### config.mk
export PLATFORM = sky130hd
export DESIGN_NAME = first_fit_segment_allocator_core
export DESIGN_NICKNAME = d
export VERILOG_FILES = /design/src/rtl/ffsa_pkg.sv /design/src/rtl/ffsa_datapath.sv /design/src/rtl/ffsa_ctrl.sv /design/src/rtl/first_fit_segment_allocator_core.sv
export VERILOG_INCLUDE_DIRS = /design/src /design/src/rtl
export SDC_FILE = /design/constraint.sdc
export NUM_CORES = 2
export LEC_CHECK = 0
export BUFFER_PORTS_ARGS = -buffer_cell sky130_fd_sc_hd__clkbuf_2
export CELL_PAD_IN_SITES_DETAIL_PLACEMENT = 1
export CELL_PAD_IN_SITES_GLOBAL_PLACEMENT = 2
export CORE_MARGIN = 4
export CORE_UTILIZATION = 38
export CTS_BUF_LIST = sky130_fd_sc_hd__clkbuf_16
export CTS_CLUSTER_SIZE = 8
export DETAILED_ROUTE_END_ITERATION = 8
export GPL_ROUTABILITY_DRIVEN = 1
export MAX_ROUTING_LAYER = met4
export PLACE_DENSITY_LB_ADDON = 0.05
export SETUP_SLACK_MARGIN = 0.4
export SYNTH_ARGS = -nofsm -noshare
export SYNTH_HDL_FRONTEND = slang
export SYNTH_HIERARCHICAL = 1
export SYNTH_SLANG_ARGS = --single-unit
### constraint.sdc
create_clock -name clk_i -period 7.2 [get_ports clk_i]
set_clock_uncertainty 0.1 [all_clocks]
set_input_delay 0.36 -clock clk_i [delete_from_list [all_inputs] [get_ports clk_i]]
set_output_delay 0.36 -clock clk_i [all_outputs]
set_load 0.01 [all_outputs]
### src/rtl/first_fit_segment_allocator_core_defines.svh
// assertion macros for the segment allocator
`ifndef FIRST_FIT_SEGMENT_ALLOCATOR_CORE_DEFINES_SVH
`define FIRST_FIT_SEGMENT_ALLOCATOR_CORE_DEFINES_SVH

// implication checked on every clock edge outside reset
`define FFSA_ASSERT(label, clk, rst_n, prop, msg) \
  label: assert property (@(posedge clk) disable iff (!rst_n) prop) else $error(msg);

// signal stays stable in the cycle after a condition
`define FFSA_ASSERT_HOLD(label, clk, rst_n, cond, sig, msg) \
  label: assert property (@(posedge clk) disable iff (!rst_n) (cond) |=> $stable(sig)) \
    else $error(msg);

`endif

### src/rtl/ffsa_pkg.sv
`default_nettype none
package ffsa_pkg;
  localparam int MaxSegs = 16;
  localparam int Owners = 8;
  localparam int IdxW = $clog2(MaxSegs);
  localparam int CntW = $clog2(MaxSegs + 1);
  localparam logic [15:0] PoolReset = 16'd1000;

  localparam logic [2:0] StOk = 3'd0;
  localparam logic [2:0] StNoFit = 3'd1;
  localparam logic [2:0] StFull = 3'd2;
  localparam logic [2:0] StNoOwner = 3'd3;
  localparam logic [2:0] StHolds = 3'd4;

  typedef enum logic [3:0] {
    S_IDLE, S_OWN, S_FIT, S_SHR, S_GRANT, S_ADDR, S_JR, S_JRSH, S_JL, S_JLSH, S_DONE
  } state_e;

  // controller to datapath
  typedef struct packed {
    logic clr_scan;   // scan index to 0, acc and len to 0
    logic scan_own;   // one step of owner search
    logic scan_fit;   // one step of fit search
    logic shr_init;   // scan index to table end before a split shift
    logic scan_addr;  // one step of address sum up to target
    logic shr_step;   // one step of right shift for split
    logic grant;      // mark target used, write sizes
    logic free_mark;  // clear used of target, latch len
    logic join_r;     // add target+1 into target
    logic join_l;     // add target into target-1, target moves left
    logic shl_step;   // one step of left shift after join
    logic set_status;
    logic [2:0] status;
  } ctl_t;

  // datapath to controller
  typedef struct packed {
    logic scan_end;    // scan index reached end of table
    logic own_hit;     // current entry is the owner's
    logic fit_hit;     // current entry fits
    logic fit_exact;
    logic full;
    logic shr_end;
    logic shl_end;
    logic addr_end;
    logic right_free;  // target+1 exists and is free
    logic left_free;   // target>0 and target-1 free
  } sts_t;
endpackage
`default_nettype wire

### src/rtl/ffsa_datapath.sv
`default_nettype none
module ffsa_datapath (
  input  wire logic clk_i,
  input  wire logic rst_ni,
  input  wire logic cfg_we_i,
  input  wire logic [15:0] cfg_data_i,
  input  wire logic in_load_i,
  input  wire logic [2:0] owner_i,
  input  wire logic [15:0] req_size_i,
  input  wire ffsa_pkg::ctl_t ctl_i,
  output ffsa_pkg::sts_t sts_o,
  output logic [2:0] status_o,
  output logic [15:0] start_addr_o,
  output logic [15:0] seg_len_o
);
  import ffsa_pkg::*;

  logic [15:0] size_q [MaxSegs];
  logic [MaxSegs-1:0] used_q;
  logic [2:0] own_q [MaxSegs];
  logic [CntW-1:0] cnt_q;
  logic [CntW-1:0] idx_q;   // scan / shift index
  logic [IdxW-1:0] tgt_q;   // chosen entry
  logic [2:0] who_q;
  logic [15:0] req_q, acc_q, len_q;
  logic [2:0] st_q;
  logic [IdxW-1:0] ix;
  logic [CntW-1:0] tgt_w;

  assign ix = idx_q[IdxW-1:0];
  assign tgt_w = CntW'(tgt_q);

  // status toward the controller
  always_comb begin
    sts_o.scan_end = (idx_q >= cnt_q);
    sts_o.own_hit = used_q[ix] && (own_q[ix] == who_q);
    sts_o.fit_hit = !used_q[ix] && (size_q[ix] >= req_q);
    sts_o.fit_exact = (size_q[ix] == req_q);
    sts_o.full = (cnt_q >= CntW'(MaxSegs));
    sts_o.shr_end = (idx_q <= tgt_w + CntW'(1));
    sts_o.shl_end = (idx_q >= cnt_q);
    sts_o.addr_end = (idx_q >= tgt_w);
    sts_o.right_free = (tgt_w + CntW'(1) < cnt_q) && !used_q[IdxW'(tgt_w + CntW'(1))];
    sts_o.left_free = (tgt_q != '0) && !used_q[tgt_q - IdxW'(1)];
  end

  // command registers and scan state
  always_ff @(posedge clk_i or negedge rst_ni) begin
    if (!rst_ni) begin
      idx_q <= '0;
      tgt_q <= '0;
      st_q <= StOk;
    end else begin
      if (ctl_i.clr_scan) idx_q <= '0;
      else if (ctl_i.shr_init) idx_q <= cnt_q;
      else if (ctl_i.scan_own || ctl_i.scan_fit || ctl_i.scan_addr || ctl_i.shl_step)
        idx_q <= idx_q + CntW'(1);
      else if (ctl_i.shr_step) idx_q <= idx_q - CntW'(1);
      else if (ctl_i.join_r || ctl_i.join_l)
        idx_q <= ctl_i.join_l ? tgt_w : tgt_w + CntW'(1);
      else if (ctl_i.grant) idx_q <= '0;
      if ((ctl_i.scan_own && sts_o.own_hit) || (ctl_i.scan_fit && sts_o.fit_hit))
        tgt_q <= ix;
      else if (ctl_i.join_l) tgt_q <= tgt_q - IdxW'(1);
      if (ctl_i.set_status) st_q <= ctl_i.status;
    end
  end

  // payload registers
  always_ff @(posedge clk_i) begin
    if (in_load_i) begin
      who_q <= owner_i;
      req_q <= req_size_i;
    end
    if (ctl_i.clr_scan) acc_q <= '0;
    else if (ctl_i.scan_addr && !sts_o.addr_end) acc_q <= acc_q + size_q[ix];
    if (ctl_i.clr_scan) len_q <= '0;
    else if (ctl_i.grant) len_q <= req_q;
    else if (ctl_i.free_mark) len_q <= size_q[tgt_q];
  end

  // segment table
  always_ff @(posedge clk_i or negedge rst_ni) begin
    if (!rst_ni) begin
      for (int i = 0; i < MaxSegs; i++) size_q[i] <= '0;
      size_q[0] <= PoolReset;
      used_q <= '0;
      cnt_q <= CntW'(1);
    end else if (cfg_we_i) begin
      for (int i = 0; i < MaxSegs; i++) size_q[i] <= '0;
      size_q[0] <= cfg_data_i;
      used_q <= '0;
      cnt_q <= CntW'(1);
    end else begin
      if (ctl_i.shr_step) begin
        size_q[ix] <= size_q[ix - IdxW'(1)];
        used_q[ix] <= used_q[ix - IdxW'(1)];
      end
      if (ctl_i.grant) begin
        used_q[tgt_q] <= 1'b1;
        if (size_q[tgt_q] != req_q) begin
          size_q[tgt_q] <= req_q;
          size_q[tgt_q + IdxW'(1)] <= size_q[tgt_q] - req_q;
          used_q[tgt_q + IdxW'(1)] <= 1'b0;
          cnt_q <= cnt_q + CntW'(1);
        end
      end
      if (ctl_i.free_mark) used_q[tgt_q] <= 1'b0;
      if (ctl_i.join_r) begin
        size_q[tgt_q] <= size_q[tgt_q] + size_q[tgt_q + IdxW'(1)];
        cnt_q <= cnt_q - CntW'(1);
      end
      if (ctl_i.join_l) begin
        size_q[tgt_q - IdxW'(1)] <= size_q[tgt_q - IdxW'(1)] + size_q[tgt_q];
        cnt_q <= cnt_q - CntW'(1);
      end
      if (ctl_i.shl_step) begin
        if (sts_o.shl_end) begin
          size_q[ix] <= '0;
          used_q[ix] <= 1'b0;
        end else begin
          size_q[ix] <= size_q[ix + IdxW'(1)];
          used_q[ix] <= used_q[ix + IdxW'(1)];
        end
      end
    end
  end

  // owner ids have undefined reset
  always_ff @(posedge clk_i) begin
    if (ctl_i.shr_step) own_q[ix] <= own_q[ix - IdxW'(1)];
    if (ctl_i.grant) own_q[tgt_q] <= who_q;
    if (ctl_i.shl_step && !sts_o.shl_end) own_q[ix] <= own_q[ix + IdxW'(1)];
  end

  assign status_o = st_q;
  assign start_addr_o = (st_q == StOk) ? acc_q : '0;
  assign seg_len_o = (st_q == StOk) ? len_q : '0;
endmodule
`default_nettype wire

### src/rtl/ffsa_ctrl.sv
`default_nettype none
module ffsa_ctrl (
  input  wire logic clk_i,
  input  wire logic rst_ni,
  input  wire logic in_valid_i,
  output logic in_ready_o,
  input  wire logic cmd_i,
  input  wire logic [2:0] owner_i,
  input  wire logic [15:0] req_size_i,
  output logic out_valid_o,
  input  wire logic out_ready_i,
  input  wire ffsa_pkg::sts_t sts_i,
  output ffsa_pkg::ctl_t ctl_o
);
  import ffsa_pkg::*;

  state_e state_q, state_d;
  logic cmd_q, cmd_d, zero_q, zero_d, bad_q, bad_d;
  logic [2:0] own_unused;

  assign own_unused = owner_i;

  always_ff @(posedge clk_i or negedge rst_ni) begin
    if (!rst_ni) begin
      state_q <= S_IDLE;
      cmd_q <= 1'b0;
      zero_q <= 1'b0;
      bad_q <= 1'b0;
    end else begin
      state_q <= state_d;
      cmd_q <= cmd_d;
      zero_q <= zero_d;
      bad_q <= bad_d;
    end
  end

  // next state and commands
  always_comb begin
    state_d = state_q;
    cmd_d = cmd_q;
    zero_d = zero_q;
    bad_d = bad_q;
    ctl_o = '0;
    in_ready_o = 1'b0;
    out_valid_o = 1'b0;
    case (state_q)
      S_IDLE: begin
        in_ready_o = 1'b1;
        if (in_valid_i) begin
          cmd_d = cmd_i;
          zero_d = (req_size_i == '0);
          bad_d = (32'(own_unused) >= Owners);
          ctl_o.clr_scan = 1'b1;
          state_d = S_OWN;
        end
      end
      S_OWN: begin
        if (bad_q) begin
          ctl_o.set_status = 1'b1;
          ctl_o.status = StNoOwner;
          state_d = S_DONE;
        end else if (!sts_i.scan_end && sts_i.own_hit) begin
          ctl_o.scan_own = 1'b1;
          if (!cmd_q) begin
            ctl_o.set_status = 1'b1;
            ctl_o.status = StHolds;
            state_d = S_DONE;
          end else begin
            // restart the index for the address walk
            ctl_o.clr_scan = 1'b1;
            state_d = S_JR;
          end
        end else if (sts_i.scan_end) begin
          ctl_o.clr_scan = 1'b1;
          if (cmd_q) begin
            ctl_o.set_status = 1'b1;
            ctl_o.status = StNoOwner;
            state_d = S_DONE;
          end else if (zero_q) begin
            ctl_o.set_status = 1'b1;
            ctl_o.status = StNoFit;
            state_d = S_DONE;
          end else begin
            state_d = S_FIT;
          end
        end else begin
          ctl_o.scan_own = 1'b1;
        end
      end
      S_FIT: begin
        if (sts_i.scan_end) begin
          ctl_o.set_status = 1'b1;
          ctl_o.status = StNoFit;
          state_d = S_DONE;
        end else if (sts_i.fit_hit) begin
          ctl_o.scan_fit = 1'b1;
          if (sts_i.fit_exact) begin
            state_d = S_GRANT;
          end else if (sts_i.full) begin
            ctl_o.set_status = 1'b1;
            ctl_o.status = StFull;
            state_d = S_DONE;
          end else begin
            ctl_o.shr_init = 1'b1;
            state_d = S_SHR;
          end
        end else begin
          ctl_o.scan_fit = 1'b1;
        end
      end
      S_SHR: begin
        // open a slot after the target, walking down from the table end
        if (sts_i.shr_end) state_d = S_GRANT;
        else ctl_o.shr_step = 1'b1;
      end
      S_GRANT: begin
        ctl_o.grant = 1'b1;
        ctl_o.set_status = 1'b1;
        ctl_o.status = StOk;
        state_d = S_ADDR;
      end
      S_ADDR: begin
        if (sts_i.addr_end) state_d = cmd_q ? S_JRSH : S_DONE;
        else ctl_o.scan_addr = 1'b1;
      end
      S_JR: begin
        ctl_o.free_mark = 1'b1;
        ctl_o.set_status = 1'b1;
        ctl_o.status = StOk;
        ctl_o.clr_scan = 1'b0;
        state_d = S_ADDR;
      end
      S_JRSH: begin
        if (sts_i.right_free) begin
          ctl_o.join_r = 1'b1;
          state_d = S_JL;
        end else if (sts_i.left_free) begin
          ctl_o.join_l = 1'b1;
          state_d = S_JLSH;
        end else begin
          state_d = S_DONE;
        end
      end
      S_JL: begin
        if (!sts_i.shl_end) ctl_o.shl_step = 1'b1;
        else begin
          ctl_o.shl_step = 1'b1;
          state_d = S_JRSH;
        end
      end
      S_JLSH: begin
        if (!sts_i.shl_end) ctl_o.shl_step = 1'b1;
        else begin
          ctl_o.shl_step = 1'b1;
          state_d = S_DONE;
        end
      end
      S_DONE: begin
        out_valid_o = 1'b1;
        if (out_ready_i) state_d = S_IDLE;
      end
      default: state_d = S_IDLE;
    endcase
  end
endmodule
`default_nettype wire

### src/rtl/first_fit_segment_allocator_core.sv
// First-fit segment allocator. One command (allocate or free) is taken at a time; it
// runs a sequencer that walks the segment table one entry per cycle: an owner search,
// a fit search, a right shift of the table for a split, a walk that sums sizes into the
// start address, and joins with left shifts on free. Writing the pool register
// reinitializes the table. The result is held until out_ready_i accepts it.
`default_nettype none
`include "first_fit_segment_allocator_core_defines.svh"
module first_fit_segment_allocator_core (
  input  wire logic clk_i,
  input  wire logic rst_ni,
  input  wire logic cfg_we_i,
  input  wire logic [15:0] cfg_data_i,
  input  wire logic in_valid_i,
  output logic in_ready_o,
  input  wire logic cmd_i,
  input  wire logic [2:0] owner_i,
  input  wire logic [15:0] req_size_i,
  output logic out_valid_o,
  input  wire logic out_ready_i,
  output logic [2:0] status_o,
  output logic [15:0] start_addr_o,
  output logic [15:0] seg_len_o
);
  import ffsa_pkg::*;

  ctl_t ctl;
  sts_t sts;
  logic in_load;

  assign in_load = in_valid_i && in_ready_o;

  ffsa_ctrl u_ctrl (
    .clk_i, .rst_ni, .in_valid_i, .in_ready_o, .cmd_i, .owner_i, .req_size_i,
    .out_valid_o, .out_ready_i,
    .sts_i (sts),
    .ctl_o (ctl)
  );

  ffsa_datapath u_dp (
    .clk_i, .rst_ni, .cfg_we_i, .cfg_data_i, .in_load_i (in_load), .owner_i, .req_size_i,
    .ctl_i (ctl), .sts_o (sts), .status_o, .start_addr_o, .seg_len_o
  );

  `FFSA_ASSERT(a_no_accept_busy, clk_i, rst_ni, out_valid_o |-> !in_ready_o,
    "input accepted while result pending")
  `FFSA_ASSERT_HOLD(a_result_hold, clk_i, rst_ni, out_valid_o && !out_ready_i,
    status_o, "result changed while stalled")
endmodule
`default_nettype wire

# Word level (Yosys, flattened, before mapping)
# Memories as Yosys holds them, arrays and structs flattened.
# Cells that the tools add are included.
[classes] add_sub_neg=13 order_cmp=26 eq_ne=21 mux=154 bitwise=16 reduce_logical=42
[op_table] cell="two-way mux 256 bit" count=12
[op_table] cell="bitwise mux 256 bit" count=6
[op_table] cell="two-way mux 16 bit" count=30
[op_table] cell="binary-select mux 16 bit (select 4 bit)" count=6
[op_table] cell="AND 256 bit" count=1
[op_table] cell="demux 16 bit (select 4 bit)" count=4
[op_table] cell="NOT 256 bit" count=1
[op_table] cell="two-way mux 4 bit" count=28
[op_table] cell="two-way mux 5 bit" count=12
[op_table] cell="adder 16 bit" count=3
[op_table] cell="AND 16 bit" count=3
[op_table] cell="NOT 16 bit" count=3
[op_table] cell="one-hot mux 4 bit (10 select lines)" count=1
[op_table] cell="greater-or-equal comparator 5 bit (second input constant)" count=7
[op_table] cell="less-than comparator 4 x 5 -> 1 bit (second input constant)" count=7
[op_table] cell="two-way mux 1 bit" count=35
[op_table] cell="bitwise mux 16 bit" count=2
[op_table] cell="NOT 4 -> 5 bit" count=6
[op_table] cell="binary-select mux 1 bit (select 4 bit)" count=5
[op_table] cell="less-than comparator 5 x 1 -> 1 bit (second input constant)" count=4
[op_table] cell="logical AND 1 bit" count=17
[op_table] cell="equality test 16 bit" count=1
[op_table] cell="equality test 4 x 3 -> 1 bit (second input constant)" count=4
[op_table] cell="greater-or-equal comparator 16 bit" count=1
[op_table] cell="38 further kinds" count=73
[totals] ff_bits=346 ramBits=48 input_bits=41 out_inout_bits=37 n_memories=1
[mem_list] memory="u_dp.own_q" depth=16 width=3 read_ports=3 rd_ports_with_merged_regs=0 write_ports=1 line_no="ffsa_datapath.sv:20" rtl="logic [2:0] own_q [MaxSegs];"

# Depth between registers and ports, before layout
[logic_depth] depth_word=23 mapped_depth=28 depth_no_buf=19

# Hierarchy
# Netlist, hierarchy kept.
[by_module_without_submodules] module="ffsa_datapath" instances=1 cells_each=5155 area_each_um2=46191.8
[by_module_without_submodules] module="ffsa_ctrl" instances=1 cells_each=100 area_each_um2=734.5
[by_module_without_submodules] module="first_fit_segment_allocator_core" instances=1 cells_each=1 area_each_um2=6.3

# Least setup slack after synthesis
# No wires, ideal clock.
[synth_path] path_kind="register -> register" from="register u_dp.tgt_q[0]" to="register u_dp/size_q[104] (netlist bit)" setup_ns=0.125 arrival_time_ns=6.899 setup_slack_ns=0.075 stages_incl_launch_ff=23 cell_sequence="dfrtp_1 > buf_2 > buf_2 > clkbuf_1 > buf_2 > clkinv_1 > ha_1 > buf_1 > buf_2 > buf_1 > buf_1 > mux4_2 > mux4_2 > ha_1 > fa_1 > a21oi_1 > o22ai_1 > nor2_1 > o21ai_0 > xor2_1 > clkbuf_1 > o22ai_1 > a2111oi_0"
[synth_between] elab_chain_cells=21 word_cells_on_any_way=69 classes_between="add/sub: 6; order compare: 8; eq/ne: 1; mux: 42; bitwise: 4; reduce/logical: 8"
[synth_lines] element="start, declared" line_no="ffsa_datapath.sv:23" rtl="logic [IdxW-1:0] tgt_q;"
[synth_lines] element="start signal, assigned" line_no="ffsa_datapath.sv:63" rtl="tgt_q <= ix;"
[synth_lines] element="start signal, assigned" line_no="ffsa_datapath.sv:64" rtl="else if (ctl_i.join_l) tgt_q <= tgt_q - IdxW'(1);"
[synth_lines] element="adder 4 x 1 -> 5 bit" line_no="ffsa_datapath.sv:40, ffsa_datapath.sv:43"
[synth_lines] element="less-or-equal comparator 5 bit" line_no="ffsa_datapath.sv:40" rtl="sts_o.shr_end = (idx_q <= tgt_w + CntW'(1));"
[synth_lines] element="two-way mux 1 bit" line_no="ffsa_ctrl.sv:113" rtl="if (sts_i.shr_end) state_d = S_GRANT;"
[synth_lines] element="two-way mux 1 bit" line_no="ffsa_ctrl.sv:46" rtl="case (state_q)"
[synth_lines] element="two-way mux 256 bit" line_no="ffsa_datapath.sv:95" rtl="if (ctl_i.shr_step) begin"
[synth_lines] element="two-way mux 256 bit" line_no="ffsa_datapath.sv:89" rtl="end else if (cfg_we_i) begin"
[synth_lines] element="bitwise mux 256 bit" line_no="ffsa_datapath.sv:102" rtl="size_q[tgt_q] <= req_q;"
[synth_lines] element="bitwise mux 256 bit" line_no="ffsa_datapath.sv:103" rtl="size_q[tgt_q + IdxW'(1)] <= size_q[tgt_q] - req_q;"
[synth_lines] element="(+5 left out)"
[synth_lines] element="two-way mux 256 bit" line_no="ffsa_datapath.sv:89"
[synth_lines] element="bitwise mux 256 bit" line_no="ffsa_datapath.sv:114" rtl="size_q[tgt_q - IdxW'(1)] <= size_q[tgt_q - IdxW'(1)] + size_q[tgt_q];"
[synth_lines] element="two-way mux 256 bit (*)" line_no="ffsa_datapath.sv:113" rtl="if (ctl_i.join_l) begin"
[synth_lines] element="two-way mux 256 bit (*)" line_no="ffsa_datapath.sv:89"
[synth_lines] element="bitwise mux 256 bit or AND 256 bit (tied branches)"
[synth_lines] element="two-way mux 256 bit" line_no="ffsa_datapath.sv:118" rtl="if (sts_o.shl_end) begin"
[synth_lines] element="two-way mux 256 bit (*)" line_no="ffsa_datapath.sv:117" rtl="if (ctl_i.shl_step) begin"
[synth_lines] element="two-way mux 256 bit (*)" line_no="ffsa_datapath.sv:89"
[synth_lines] element="end signal, assigned by index" line_no="ffsa_datapath.sv:96" rtl="size_q[ix] <= size_q[ix - IdxW'(1)];"
[synth_lines] element="end signal, assigned by index" line_no="ffsa_datapath.sv:114"
[synth_lines] element="end signal, assigned by index" line_no="ffsa_datapath.sv:122" rtl="size_q[ix] <= size_q[ix + IdxW'(1)];"
[synth_lines] element="end, declared" line_no="ffsa_datapath.sv:18" rtl="logic [15:0] size_q [MaxSegs];"
# Mark *: on every way between the ends. The rest lies on a longest branch, timed or not. The select of a mux whose other input is x is not followed.
# A chain may end at the register's enable or synchronous reset.

# Worst setup path after layout
[layout_path] from="register u_dp.tgt_q[0]" to="register u_dp/size_q[228] (netlist bit)"
# The elaborated chain is that of the path after synthesis.

==> impl_results.md <==
- Die ar.: 129000 µm²
- Leakage: 19.5 nW
- Starting Density: 38.4%
- FMAX: 0.149 GHz
- Gpl congestion: 1.11
- Crit path DAT: 7.24 ns
- Max Buffers Root-to-Sink: 3
- Top post-synthesis cells by area: mux4_2 (26%), dfrtp_1 (15%), nand2_1 (4.9%)
- Worst Setup Path Type: register to register
- Gr ovfl total: 0
- Vias in the first global route: 55028
- Synth async-reset ratio: 74.9%
- Die X: 359 µm
- Syn_nets: 5415
- Worst setup SP type: register
- CP Launch Point: u_dp/tgt_q[0]
- Final Slew Violations: 0
- Worst-Skew Late Latency: 0.75 ns
- Synth Area in Simple Gates: 15.2%
- Slowest cell on the critical path: or4_1
- CTS tree: yes
- Worst-path clk slew: 0.06 ns
- Drc violations: 0
- CP Capture Type: register
- Syn Inst Count: 5256
- Final Hold Fails: 0
- Critical Path RT: 7.75 ns
- FF+latch count, synth: 394
- VDD IR-drop max: 0.000647 V
- Met2 wire len: 144 mm
- Avg Inst Size Synth: 8.93 µm²
- Worst R2R End: u_dp/size_q[228]
- Design Power: 23.6 mW
- Mapped Area: 46900 µm²
- Final Setup Violations: 0
- Yosys cell types: 98
- Fin nets: 5471
- Synth Area in Compound Gates: 24.1%
- RSZ-0062 raised after global routing: false
- Failing checks: max-capacitance violations
- Detailed-route vias per instance: 8.14
- DRT antenna net count: 0
- Layout cell share with drive strength beyond 1: 24.2%
- Setup_tns: 0 ns
- Worst path cell trace: buf_12 > mux4_2 > mux4_2 > ha_1 > nand4_1 > or4_1 > o31a_2 > buf_12 > o21ai_1 > a211oi_1 > a211oi_1 > a211oi_1 > nor3_1
- Yosys top cell area share: 25.5%
- R2R setup slack: 0.51 ns
- Core box area: 122000 µm²
- Post-synth EDFFs: 67
- Largest family of logic cells by synthesized area: multiplexers
- Synth top cells by count: nand2_1 (616), mux4_2 (532), nor2_1 (422), clkbuf_1 (399)
- Met1 WL: 121 mm
- TritonRoute pass-1 iters: 9
- H-tree depth: 2
- Post-Synth Adder-Cell Area: 3.21%
- Actual slew at the worst max-slew pin: 1.49 ns
- Critical Path Fanout Max: 65
- Synthesis-to-finish area growth: 13.7%
- Port Buffers: 77
- Area leader, netlist: mux4_2
- Min-Delay Path Class: primary input to register
- Worst r2r path cells: 13
- Die Ht: 359 µm
- Top Family by Delay on Critical Path: compound AO/OA/AOI/OAI gates
- Total GRT Usage: 55.1%
- Yosys warning count: 6
- DR iter-0 viols: 10556
- Dominant synthesized flop cell: dfrtp_1
- Clk root buf: clkbuf_16
- Largest net degree at the start of global routing: 110
- DR WL met3: 61.5 mm
- First-pass GRT wire length: 481 mm
- Final Cycle Share: 92.9%
- Count leader, synth: nand2_1
- Relative slew slack: 0.301%
- IO Pins: 78
- Drt total wl: 359 mm
- Via Count: 57420
- P per Cell Area: 443 nW/µm²
- Tmin final: 6.69 ns
- Seq/Total Area, Yosys: 21.4%
- Sink Count: 394
- Wire length per cell: 51.0 µm
- Top sig layer: met4
- Outcome: finished, violations left
- Critical path depth in cells: 13
- CP max stage delay: 0.94 ns
- RR Startpoint: u_dp/tgt_q[0]
- Mux contribution to synthesized area: 29.1%
- Hpwl dp: 267 mm
- CP Buf/Inv Count: 2
- Crit path to: u_dp/size_q[228]
- Synth Area in XOR/XNOR: 1.56%
- Top cell by count, worst path: a211oi_1
- Row Count: 128
- Cts bufs inserted: 59
- Initial antenna violation count: 50
- Max_cap viols: 1
worst min path at each step:
stage                     slack (ns)  cells past startpoint                 to     startpoint
after CTS                       0.11                      5  u_ctrl/state_q[3]    out_ready_i
after global routing            0.17                      5  u_ctrl/state_q[3]    out_ready_i
after global placement          0.36                      2      u_ctrl/zero_q  u_ctrl/zero_q
after detailed placement        0.38                      1    u_dp/used_q[14]         rst_ni
final                           0.14                      5  u_ctrl/state_q[3]    out_ready_i
after floorplan                -0.04                      0       u_ctrl/cmd_q         rst_ni
per-layer routing:
metal  GRT usage, %  vias to the layer above
met3           29.5                     1780
li1               -                    20883
met5              -                        -
met2           74.1                     5820
met1           61.9                    28937
met4           38.9                        0
final cells by class:
class | instances | area, µm²
diodes | 67 | 168
clock buffers | 59 | 1480
clock inverters | 49 | 282
fillers | 14024 | 68800
inverters | 67 | 256
multi-input cells | 4236 | 34800
flip-flops and latches | 394 | 10100
well taps | 1625 | 2030
repair buffers | 554 | 4300
per-stage QoR:
| step | instance area, µm² | worst slack, ns | std cells | hold slack (ns) | utilization [%] |
|---|---|---|---|---|---|
| 6_report | 53400 | 0.509 | 7051 | 0.137 | 43.7 |
| 5_1_grt | 53300 | 0.405 | 7029 | 0.169 | 43.6 |
| 4_1_cts | 53200 | 0.466 | 6981 | 0.112 | 43.5 |
| 3_5_place_dp | 51000 | 0.722 | 6831 | 0.382 | 41.7 |
| 3_3_place_gp | 51000 | 0.791 | 6831 | 0.364 | 41.7 |
| 2_1_floorplan | 46900 | 0.481 | 5256 | -0.0356 | - |
worst reg2reg max path: cells and delay by family (launching register included):
family	cells	cell delay, ns
multiplexers	2	1.31
flip-flops	1	0.53
AND/OR/NAND/NOR	3	1.50
AO/OA/AOI/OAI	5	2.00
buffers and inverters	2	0.63
adder cells (fa/ha/maj)	1	0.55
power breakdown:
| group | internal, mW | switching (mW) | total [mW] |
|---|---|---|---|
| sequential | 2.63 | 0.679 | 3.31 |
| combinational | 5.07 | 12.4 | 17.4 |
| clock | 1.51 | 1.37 | 2.88 |
| total | 9.21 | 14.4 | 23.6 |
kinds of logic (layout without fill, tap and decap cells):
logic type	after synthesis	count (layout)
compound gates	1739	1739
fa+ha+maj	118	118
buf+inv	626	729
simple gates	1608	1608
other cells	0	67
xor+xnor	83	83
mux	688	688
flops	394	394
placed cells by master (no fill, tap or decap), types with 67 or more instances in the layout:
| cell | count |
|---|---|
| a211oi_1 | 150 |
| a21oi_1 | 383 |
| a31oi_1 | 97 |
| buf_4 | 417 |
| clkbuf_2 | 75 |
| dfrtp_1 | 281 |
| diode_2 | 67 |
| edfxtp_1 | 67 |
| ha_1 | 112 |
| inv_1 | 96 |
| mux2_2 | 72 |
| mux2i_1 | 82 |
| mux4_2 | 532 |
| nand2_1 | 613 |
| nand3_1 | 165 |
| nor2_1 | 416 |
| nor3_1 | 125 |
| o211ai_1 | 105 |
| o21ai_0 | 382 |
| o22ai_1 | 152 |
flip-flops by register name (all words and copies together), names as in the netlist:
name,cells
u_dp/idx_q,5
u_ctrl/state_q,4
u_dp/acc_q,16
u_dp/used_q,16
u_dp/own_q,48
u_ctrl/zero_q,1
u_dp/req_q,16
u_dp/who_q,3
u_dp/tgt_q,4
u_dp/cnt_q,5
u_dp/size_q,256
u_dp/status_o,3
u_ctrl/cmd_q,1
u_dp/len_q,16
timing repair:
action | in CTS | in global routing
setup endpoints to repair | 0 | 4
hold buffers | 42 | 0
hold endpoints to repair | 146 | 0
resized for setup | 0 | 3
setup buffers | 0 | 2
No activity file was read; power rests on OpenSTA's default activity.
